===== src/hdl/ptam_pkg.sv =====
`default_nettype none

package ptam_pkg;

   // fixed field and register widths
   localparam int TAP_LIST_LEN   = 32;
   localparam int DELAY_WIDTH    = 7;
   localparam int TAP_IDX_WIDTH  = 5;
   localparam int TAP_CNT_WIDTH  = 6;
   localparam int WET_WIDTH      = 17;
   localparam int FRAC_BITS      = 16;
   localparam int CSR_ADDR_WIDTH = 4;
   localparam int CSR_DATA_WIDTH = 32;
   localparam int STEP_WIDTH     = 3;

   localparam logic [TAP_CNT_WIDTH-1:0] TAP_COUNT_MIN   = 6'd3;
   localparam logic [TAP_CNT_WIDTH-1:0] TAP_COUNT_MAX   = 6'd32;
   localparam logic [TAP_CNT_WIDTH-1:0] TAP_COUNT_RESET = 6'd3;
   localparam logic [WET_WIDTH-1:0]     WET_ONE         = 17'd65536;
   localparam logic [STEP_WIDTH-1:0]    MULT_STEPS      = 3'd4;

   // register index, taken from paddr[3:2]
   typedef enum logic [1:0] {
      REG_FAT_MODE  = 2'd0,
      REG_WET_GAIN  = 2'd1,
      REG_TAP_COUNT = 2'd2
   } reg_index_type;

   // delay list: 1, then every prime up to 127
   localparam logic [DELAY_WIDTH-1:0] TAP_DELAY [TAP_LIST_LEN] = '{
      7'd1,   7'd2,   7'd3,   7'd5,   7'd7,   7'd11,  7'd13,  7'd17,
      7'd19,  7'd23,  7'd29,  7'd31,  7'd37,  7'd41,  7'd43,  7'd47,
      7'd53,  7'd59,  7'd61,  7'd67,  7'd71,  7'd73,  7'd79,  7'd83,
      7'd89,  7'd97,  7'd101, 7'd103, 7'd107, 7'd109, 7'd113, 7'd127
   };

   // sequencer states
   typedef enum logic [4:0] {
      ST_IDLE   = 5'b00001,
      ST_READ   = 5'b00010,
      ST_DIVIDE = 5'b00100,
      ST_MULT   = 5'b01000,
      ST_FINISH = 5'b10000
   } state_type;

endpackage

`default_nettype wire


===== src/hdl/ptam_div.sv =====
`default_nettype none

module ptam_div #(
   parameter int MAG_WIDTH = 29
) (
   input  wire logic                                   clock,
   input  wire logic                                   reset,
   input  wire logic                                   start,
   input  wire logic signed [MAG_WIDTH:0]              num_left,
   input  wire logic signed [MAG_WIDTH:0]              num_right,
   input  wire logic [ptam_pkg::TAP_CNT_WIDTH-1:0]     den,
   output logic                                        done,
   output logic signed [MAG_WIDTH:0]                   quo_left,
   output logic signed [MAG_WIDTH:0]                   quo_right
);

   localparam int CNT_WIDTH = $clog2(MAG_WIDTH);
   localparam int REM_WIDTH = ptam_pkg::TAP_CNT_WIDTH;

   logic                        busy_ff, busy_in;
   logic                        done_ff, done_in;
   logic [CNT_WIDTH-1:0]        cnt_ff, cnt_in;
   logic [REM_WIDTH-1:0]        den_ff, den_in;
   logic [1:0]                  neg_ff, neg_in;
   logic [MAG_WIDTH-1:0]        dvd_ff [2];
   logic [MAG_WIDTH-1:0]        dvd_in [2];
   logic [REM_WIDTH-1:0]        rem_ff [2];
   logic [REM_WIDTH-1:0]        rem_in [2];
   logic signed [MAG_WIDTH:0]   num    [2];
   logic [MAG_WIDTH:0]          mag    [2];
   logic [REM_WIDTH:0]          trial  [2];
   logic signed [MAG_WIDTH:0]   quo    [2];

   assign num[0] = num_left;
   assign num[1] = num_right;

   // restoring divide, one quotient bit per cycle in each lane
   // the dividend register fills up with quotient bits from the bottom
   always_comb begin
      busy_in = busy_ff;
      done_in = 1'b0;
      cnt_in  = cnt_ff;
      den_in  = den_ff;
      neg_in  = neg_ff;
      for (int i = 0; i < 2; i++) begin
         mag[i]   = num[i][MAG_WIDTH] ? (MAG_WIDTH+1)'(-num[i]) : num[i];
         trial[i] = {rem_ff[i], dvd_ff[i][MAG_WIDTH-1]};
         dvd_in[i] = dvd_ff[i];
         rem_in[i] = rem_ff[i];
      end
      if (start) begin
         busy_in = 1'b1;
         cnt_in  = CNT_WIDTH'(MAG_WIDTH - 1);
         den_in  = den;
         for (int i = 0; i < 2; i++) begin
            neg_in[i] = num[i][MAG_WIDTH];
            dvd_in[i] = mag[i][MAG_WIDTH-1:0];
            rem_in[i] = '0;
         end
      end else if (busy_ff) begin
         for (int i = 0; i < 2; i++) begin
            if (trial[i] >= {1'b0, den_ff}) begin
               rem_in[i] = REM_WIDTH'(trial[i] - {1'b0, den_ff});
               dvd_in[i] = {dvd_ff[i][MAG_WIDTH-2:0], 1'b1};
            end else begin
               rem_in[i] = trial[i][REM_WIDTH-1:0];
               dvd_in[i] = {dvd_ff[i][MAG_WIDTH-2:0], 1'b0};
            end
         end
         cnt_in = cnt_ff - 1'b1;
         if (cnt_ff == '0) begin
            busy_in = 1'b0;
            done_in = 1'b1;
         end
      end
   end

   always_ff @(posedge clock) begin
      if (reset) begin
         busy_ff <= 1'b0;
         done_ff <= 1'b0;
      end else begin
         busy_ff <= busy_in;
         done_ff <= done_in;
      end
      cnt_ff <= cnt_in;
      den_ff <= den_in;
      neg_ff <= neg_in;
      for (int i = 0; i < 2; i++) begin
         dvd_ff[i] <= dvd_in[i];
         rem_ff[i] <= rem_in[i];
      end
   end

   // quotient sign follows the dividend, truncating toward zero
   always_comb begin
      for (int i = 0; i < 2; i++) begin
         quo[i] = neg_ff[i] ? -$signed({1'b0, dvd_ff[i]}) : $signed({1'b0, dvd_ff[i]});
      end
   end

   assign done      = done_ff;
   assign quo_left  = quo[0];
   assign quo_right = quo[1];

endmodule

`default_nettype wire


===== config.mk =====
export PLATFORM = sky130hd
export DESIGN_NAME = ptam_div
export DESIGN_NICKNAME = d
export VERILOG_FILES = /design/src/hdl/ptam_pkg.sv /design/src/hdl/ptam_div.sv
export SDC_FILE = /design/constraint.sdc
export NUM_CORES = 1
export LEC_CHECK = 0
export BUFFER_PORTS_ARGS = -buffer_cell sky130_fd_sc_hd__buf_2
export CAP_MARGIN = 25
export CORE_ASPECT_RATIO = 0.7
export CORE_MARGIN = 8
export CORE_UTILIZATION = 62
export CTS_BUF_LIST = sky130_fd_sc_hd__clkbuf_4 sky130_fd_sc_hd__clkbuf_8
export DETAILED_ROUTE_END_ITERATION = 7
export GPL_ROUTABILITY_DRIVEN = 0
export PLACE_DENSITY = 0.88
export SETUP_SLACK_MARGIN = 0.5
export SLEW_MARGIN = 40
export SYNTH_ARGS = -nofsm -noshare
export SYNTH_HDL_FRONTEND = slang
export SYNTH_SLANG_ARGS = --single-unit
export TNS_END_PERCENT = 30

===== constraint.sdc =====
create_clock -name clock -period 4.3 [get_ports clock]
set_clock_uncertainty 0.1 [all_clocks]
set_input_delay 0.43 -clock clock [delete_from_list [all_inputs] [get_ports clock]]
set_output_delay 0.43 -clock clock [all_outputs]
set_load 0.01 [all_outputs]

==> results.yml, run 1 <==
run_status:
  status: "completed"
synth:
  ys_seq_area_share_pct: 35.9
  synth_cells: 707
  yosysTopAreaCell: "edfxtp_1"
  ys_async_sr_fraction_pct: 0
  syn_area_sq_um: 6570
  netlist_top_cells_area: "edfxtp_1 30%, xnor2_1 8.4%, xor2_1 7.5%"
  synth-edff-count: 66
  netlist.area_leader.share_pct: 30.2
  yosys.cell_types.count: 60
  yosys_register_bits: 85
  syn_area_per_cell_sq_um: 9.30
  synthesis.nets: 798
  yosys_warnings: 0
  synth_ff_type: "edfxtp_1"
min_path:
  min_from: "reset"
  whs_path_depth: 2
  hold_path_end: "busy_ff$_SDFF_PP0_"
  min_path_type: "primary input to flop"
grt:
  met1_usage_pct: 31.5
  gr-total-overflow: 0
  grt_usage_pct: 23.7
  grt_busiest_layer: "met2"
  grt_pass1_wl_um: 27400
  gr-usage-met2_pct: 39.0
  grtUsageMet3_pct: 4.48
  antenna_found_initial: 0
  grt_pass1_vias: 5550
  grt_max_degree: 93
worst_setup_path:
  path_cells: "or3_1 > nor4_2 > nand3_1 > o41ai_1 > xnor2_1 > buf_2"
  arrival_ps: 2600
  cp.required_ps: 3770
  r2r_end: "rem_ff[0][1]$_SDFFE_PP0P_"
  path_max_fanout: 5
  path_buf_inv: 1
  cp_top_family: "simple AND/OR/NAND/NOR gates"
  rrSetupSlack_ps: 1850
  r2r_cells: 7
  critPathKind: "flop to primary output"
  r2r_start: "den_ff[1]$_DFFE_PP_"
  worst_setup_path_start_kind: "flop"
  cpPeakStageDelay_ps: 450
  crit_path_top_delay_cell: "or3_1"
  endpoint_kind: "primary output"
routing:
  viasPerCell: 6.15
  firstDrtPassIters: 5
  drc: 0
  postRouteWirelength_um: 17200
  drt_iter0_markers: 518
  num_vias: 5876
  drtAntennaViolNets: 0
  wl_per_cell_um: 18.0
finish:
  seq_area_sq_um: 2360
  fill_cells: 751
  area_growth_pct: 14.2
  layout_commonest_cell: "buf_2"
  drive_gt1_share_pct: 23.7
  fin_nets: 910
  num_antenna_cells: 0
  fin_util_pct: 72.8
  multi_input_area_sq_um: 3990
  final_cell_mix: "128 x buf_2, 84 x nor2_1, 66 x edfxtp_1"
  layout.cells.non_filler: 956
timing:
  setup-tns-final_ps: 0
  post-route-period-util_pct: 72.8
  final_hold_viol_count: 0
  max_freq_mhz: 320
  tightest_slew_ps: 765
  min_period_ps: 3130
  hold_ws_ps: 141
  slew_headroom_pct: 48.8
  final_max_slew_viol_count: 0
  finalSetupViolations: 0
  rsz0062_at_grt: "false"
place:
  place_inst: 938
  port_buffers: 129
  hpwl_um: 13000
clocking:
  cts.sinks: 85
  cts_buffers: 9
  cts_resized: 0
  holdBufCountCts: 0
  clock-root-buffer: "clkbuf_8"
  postCtsSetupBuffers: 0
  clockBufferDepth: 2
  tritoncts: "built"
  clk_latency_ps: 360
  path_clk_slew_ps: 90
  htree_levels: 3
die:
  start_util_pct: 63.7
  core_sq_um: 10300
  die_x_um: 139
  die-area_sq_um: 14200
  row_count: 31
  io_pins: 130
  die_height_um: 102
power_and_ir_drop:
  pwr_density_cell_nw_per_um2: 326
  peakVddDrop_mv: 0.190
  p_leak_nw: 2.88
flow_run:
  maxCapViolCount: 0
-- cell families (layout without fill, tap and decap cells) --
logic type | after synthesis | count (layout) | synth area share (%)
xor+xnor | 119 | 119 | 15.9
flops | 85 | 85 | 35.9
simple gates | 236 | 236 | 19.8
compound gates | 186 | 186 | 19.9
buf+inv | 55 | 172 | 3.41
mux | 4 | 4 | 0.647
fa+ha+maj | 22 | 22 | 4.42
-- final cells by class --
| cell class | count | share of cell area [%] |
|---|---|---|
| flip-flops and latches | 85 | 31.5 |
| clock buffers | 11 | 2.02 |
| repair buffers | 134 | 9.33 |
| inverters | 22 | 1.10 |
| multi-input cells | 567 | 53.1 |
| well taps | 132 | 2.20 |
| clock inverters | 5 | 0.783 |
-- registers in the layout, summed over array words and instances (netlist names) --
signal and count:
cnt_ff 5, dvd_ff 58, rem_ff 12, neg_ff 2, den_ff 6, busy_ff 1, done 1
-- how the worst max path moves through the flow --
stage	startpoint	end	slack, ps	depth (start not counted)
final	dvd_ff[0][32]$_DFFE_PP_	quo_right[17]	1170	6
after global routing	dvd_ff[0][37]$_DFFE_PP_	quo_right[17]	1020	6
after CTS	dvd_ff[0][32]$_DFFE_PP_	quo_right[16]	1190	6
after detailed placement	dvd_ff[0][37]$_DFFE_PP_	quo_right[17]	1590	6
after global placement	dvd_ff[0][45]$_DFFE_PP_	quo_right[28]	1710	6
after floorplan	start	dvd_ff[0][0]$_DFFE_PP_	1780	3
-- synthesized netlist by cell type (5+ instances only) --
| library cell | n |
|---|---|
| nand3b_1 | 6 |
| nor2_1 | 84 |
| o31ai_1 | 25 |
| nand2_1 | 48 |
| o41ai_1 | 14 |
| ha_1 | 20 |
| edfxtp_1 | 66 |
| clkbuf_1 | 24 |
| or3_1 | 10 |
| a21oi_1 | 62 |
| nor4_1 | 6 |
| nor3_1 | 15 |
| nand2b_1 | 15 |
| nor2b_1 | 6 |
| xor2_1 | 56 |
| o211ai_1 | 7 |
| o21ai_1 | 5 |
| or4_4 | 5 |
| dfxtp_1 | 19 |
| xnor2_1 | 63 |
| o41ai_2 | 12 |
| nand3_1 | 11 |
| inv_1 | 22 |
| o21ai_0 | 37 |
-- per-layer routing --
| metal | wire, um | vias to the layer above |
|---|---|---|
| li1 | - | 2811 |
| met1 | 7770 | 2781 |
| met2 | 8080 | 255 |
| met3 | 1110 | 29 |
| met4 | 289 | 0 |
| met5 | 0 | - |
-- through the flow --
step	total power, mW	worst slack, ps	area (sq um)
floorplan	1.58	1780	6570
global placement	1.82	1710	7270
detailed placement	1.85	1590	7270
CTS	2.44	1190	7480
global route	2.57	1020	7510
finish	2.44	1170	7510
-- power breakdown --
| group | total, mW | internal (mW) | switching [mW] |
|---|---|---|---|
| Clock | 0.596 | 0.300 | 0.296 |
| Sequential | 1.12 | 0.994 | 0.123 |
| Combinational | 0.730 | 0.320 | 0.409 |
No activity file was read; power rests on OpenSTA's default activity.
==> run 2, diff against run 1 <==
CORE_UTILIZATION = 58   (was 62)
PLACE_DENSITY = 0.83   (was 0.88)
clock period = 3.2 ns   (was 4.3 ns; I/O delays follow)
==> results.yml, run 2 (synthesis results as in run 1) <==
run_status:
  status: "completed"
timing:
  tightest_slew_ps: 842
  setup-tns-final_ps: 0
  final_hold_viol_count: 0
  finalSetupViolations: 0
  rsz0062_at_grt: "true"
  min_period_ps: 2940
  final_max_slew_viol_count: 0
  post-route-period-util_pct: 91.9
  slew_headroom_pct: 43.6
  max_freq_mhz: 340
clocking:
  clockBufferDepth: 2
  holdBufCountCts: 0
  tritoncts: "built"
  cts.sinks: 85
  clk_latency_ps: 370
  cts_buffers: 9
  path_clk_slew_ps: 90
  htree_levels: 3
  clock-root-buffer: "clkbuf_8"
finish:
  reg_top3: "dvd_ff (58), rem_ff (12), den_ff (6)"
  largest-register: "dvd_ff"
  final_cell_mix: "128 x buf_2, 84 x nor2_1, 66 x edfxtp_1"
  largest_reg_flops: 58
  fill_cells: 747
  layout_commonest_cell: "buf_2"
  area_growth_pct: 24.3
  drive_gt1_share_pct: 30.4
  fin_nets: 960
  num_antenna_cells: 0
  final_cell_area_sq_um: 8170
die:
  die_height_um: 105
  core_sq_um: 11000
  row_count: 32
  io_pins: 130
  die-area_sq_um: 15000
  start_util_pct: 59.7
  die_x_um: 143
routing:
  drtAntennaViolNets: 0
  postRouteWirelength_um: 19400
  firstDrtPassIters: 5
  drt_iter0_markers: 636
  num_vias: 6252
  viasPerCell: 6.09
  wl_per_cell_um: 18.9
  drc: 0
worst_setup_path:
  path_max_fanout: 6
  arrival_ps: 2520
  critPathKind: "flop to primary output"
  cp.required_ps: 2780
  endpoint_kind: "primary output"
  worst_setup_path_start_kind: "flop"
grt:
  antenna_found_initial: 0
  grt_pass1_wl_um: 30700
  grt_pass1_vias: 6233
  grt_usage_pct: 25.0
  gr-total-overflow: 0
  grt_max_degree: 66
place:
  postPlaceCellArea_sq_um: 7320
  hpwl_um: 13600
  port_buffers: 129
flow_run:
  maxCapViolCount: 0
power_and_ir_drop:
  peakVddDrop_mv: 0.235
  pwr_density_cell_nw_per_um2: 426
  p_leak_nw: 3.25
min_path:
  min_path_type: "primary input to flop"
[run 2: path summary, 6_finish.rpt]
check,startpoint,endpoint,slack [ps],cells past startpoint
worst max register to register,den_ff[1]$_DFFE_PP_,rem_ff[0][1]$_SDFFE_PP0P_,670,7
worst min register to register,rem_ff[0][6]$_SDFFE_PP0P_,rem_ff[0][6]$_SDFFE_PP0P_,420,1
worst min-delay path,den[1],den_ff[1]$_DFFE_PP_,20,1
worst max-delay path,dvd_ff[0][13]$_DFFE_PP_,quo_left[24],260,7
[run 2: layout make-up]
type | instances | area [sq um] | share of cell area, %
clock buffer | 10 | 131 | 1.61
clock inverter | 6 | 87.6 | 1.07
inverter | 22 | 82.6 | 1.01
multi-input combinational | 567 | 4230 | 51.7
sequential | 85 | 2360 | 28.9
tap | 153 | 191 | 2.34
timing repair buffer | 184 | 1090 | 13.3
[run 2: critical path: stages (launching register included)]
cell      delay [ps]
edfxtp_1         490
or4_4            500
nor3_4           210
nand4b_1         210
buf_4            210
o31ai_2          210
xnor2_1          160
buf_2            160
[run 2: power breakdown]
group / total [mW] / switching (mW) / internal (mW)
registers: 1.49 / 0.154 / 1.34
logic: 1.14 / 0.631 / 0.508
clock network: 0.850 / 0.402 / 0.448
[run 2: what timing repair did]
| item | in CTS | in global routing |
|---|---|---|
| buffers inserted | 34 | 14 |
| endpoints found under the setup margin | 31 | 38 |
| gates resized for setup | 28 | 12 |
| pin swaps | 16 | 16 |
[run 2: per-stage QoR]
| step | setup WS [ps] | std cells | hold slack (ps) | power, mW | utilization (%) |
|---|---|---|---|---|---|
| 2_1_floorplan | 793 | 707 | 292 | 2.12 | - |
| 3_3_place_gp | 718 | 961 | 357 | 2.45 | 66.5 |
| 3_5_place_dp | 573 | 961 | 380 | 2.49 | 66.5 |
| 4_1_cts | 240 | 1011 | 8.96 | 3.42 | 72.4 |
| 5_1_grt | 144 | 1027 | 2.93 | 3.62 | 74.2 |
| 6_report | 258 | 1027 | 24.9 | 3.48 | 74.2 |
[run 2: per-layer routing]
metal,vias up,GRT usage [%],part of all wire (%)
li1,2910,-,-
met1,2959,32.1,42
met2,318,40.5,47
met3,65,5.45,7.5
met4,0,8.98,3.2
met5,-,0,0
==> run 3, diff against run 2 <==
REMOVE_ABC_BUFFERS = 1   (was default)
==> results.yml, run 3 (synthesis results as in run 1) <==
finish:
  layout.cells.non_filler: 1023
  final_cell_mix: "128 x buf_2, 84 x nor2_1, 66 x edfxtp_1"
  num_antenna_cells: 0
  largest-register: "dvd_ff"
  fin_nets: 956
  layout_commonest_cell: "buf_2"
  fill_cells: 772
  area_growth_pct: 23.5
  final_cell_area_sq_um: 8120
  largest_reg_flops: 58
  drive_gt1_share_pct: 30.0
  reg_top3: "dvd_ff (58), rem_ff (12), den_ff (6)"
  fin_util_pct: 73.7
routing:
  postRouteWirelength_um: 19700
  viasPerCell: 6.21
  drc: 0
  wl_per_cell_um: 19.2
  drt_iter0_markers: 700
  num_vias: 6351
  firstDrtPassIters: 5
  drtAntennaViolNets: 0
clocking:
  path_clk_slew_ps: 90
  htree_levels: 3
  cts_buffers: 9
  holdBufCountCts: 0
  clockBufferDepth: 2
  cts.sinks: 85
  clock-root-buffer: "clkbuf_8"
  tritoncts: "built"
  clk_latency_ps: 360
worst_setup_path:
  cpPeakStageDelay_ps: 480
  path_max_fanout: 3
  path_buf_inv: 2
  critPathKind: "flop to primary output"
  cp.required_ps: 2780
  worst_setup_path_start_kind: "flop"
  path_cells: "buf_6 > nor4_4 > nand4_4 > or4_4 > o31ai_4 > xnor2_2 > buf_2"
  crit_path_top_delay_cell: "or4_4"
  endpoint_kind: "primary output"
  cp_top_family: "simple AND/OR/NAND/NOR gates"
  arrival_ps: 2560
timing:
  max_freq_mhz: 335
  post-route-period-util_pct: 93.1
  final_hold_viol_count: 0
  min_period_ps: 2980
  slew_headroom_pct: 49.0
  final_max_slew_viol_count: 0
  finalSetupViolations: 0
  setup-tns-final_ps: 0
  rsz0062_at_grt: "true"
  tightest_slew_ps: 764
die:
  start_util_pct: 59.7
  row_count: 32
  die_x_um: 143
  die_height_um: 105
  io_pins: 130
  die-area_sq_um: 15000
  core_sq_um: 11000
power_and_ir_drop:
  pwr_density_cell_nw_per_um2: 429
  clockPowerShare_pct: 24.2
  seqPwrFrac_pct: 42.7
  switching_share_pct: 34.3
  power_switching_mw: 1.19
  pwr-share-comb_pct: 33.1
  internal_power_mw: 2.29
  peakVddDrop_mv: 0.280
  p_leak_nw: 3.21
grt:
  antenna_found_initial: 1
  grt_usage_pct: 25.7
  grt_pass1_wl_um: 31700
  grt_pass1_vias: 6400
  gr-total-overflow: 0
  grt_max_degree: 81
place:
  postPlaceCellArea_sq_um: 7300
  hpwl_um: 13700
  place_inst: 960
  port_buffers: 129
min_path:
  min_path_type: "primary input to flop"
run_status:
  status: "completed"
flow_run:
  maxCapViolCount: 0
## run 3: power by group through the flow
stage	clock, mW	sequential, mW	combinational [mW]
2_1_floorplan	0	1.48	0.597
3_3_place_gp	0	1.51	0.937
3_5_place_dp	0	1.53	0.976
4_1_cts	0.853	1.49	1.09
5_1_grt	0.893	1.50	1.24
6_report	0.843	1.49	1.15
## run 3: layer usage
metal	up-vias	global-route usage [%]	share of wire, %
met5	-	0	0.051
met4	2	8.98	2.8
met3	64	5.27	8.4
met2	346	42.4	47
met1	3029	32.9	41
li1	2910	-	-
## run 3: final timing paths
| path | start | to | slack (ps) | depth (start not counted) |
|---|---|---|---|---|
| worst max-delay path | dvd_ff[0][8]$_DFFE_PP_ | quo_left[21] | 220 | 7 |
| worst min-delay path | reset | busy_ff$_SDFF_PP0_ | 20 | 2 |
| worst max register to register | den_ff[1]$_DFFE_PP_ | dvd_ff[0][29]$_DFFE_PP_ | 720 | 7 |
| worst min register to register | rem_ff[0][5]$_SDFFE_PP0P_ | rem_ff[0][5]$_SDFFE_PP0P_ | 390 | 2 |
## run 3: worst reg2reg max path: stages, from the launching register on
cell      delay, ps
edfxtp_1        490
inv_1           130
ha_1            330
nand3_1          90
nor2_1           50
or3_1           430
nor3_1          510
a21oi_1          70
## run 3: per-stage QoR
step	hold slack (ps)	worst slack (ps)	power, mW
after floorplan	292	795	2.08
after global placement	356	663	2.45
after detailed placement	377	556	2.50
after CTS	10.1	312	3.43
after global routing	15.9	166	3.64
final	21.5	219	3.48
## run 3: timing repair
| item | CTS | global route |
|---|---|---|
| pin swaps | 21 | 6 |
| setup buffers | 41 | 3 |
| setup endpoints to repair | 31 | 36 |
| gates resized for setup | 28 | 12 |
| hold endpoints to repair | 0 | 0 |
## run 3: area by class of cell
| type | instances | area [sq um] | area share, % |
|---|---|---|---|
| clock buffers | 10 | 131 | 1.62 |
| clock inverters | 6 | 87.6 | 1.08 |
| inverters | 22 | 82.6 | 1.02 |
| repair buffers | 180 | 1050 | 13.0 |
| flip-flops and latches | 85 | 2360 | 29.1 |
| multi-input cells | 567 | 4210 | 51.8 |
| well taps | 153 | 191 | 2.36 |
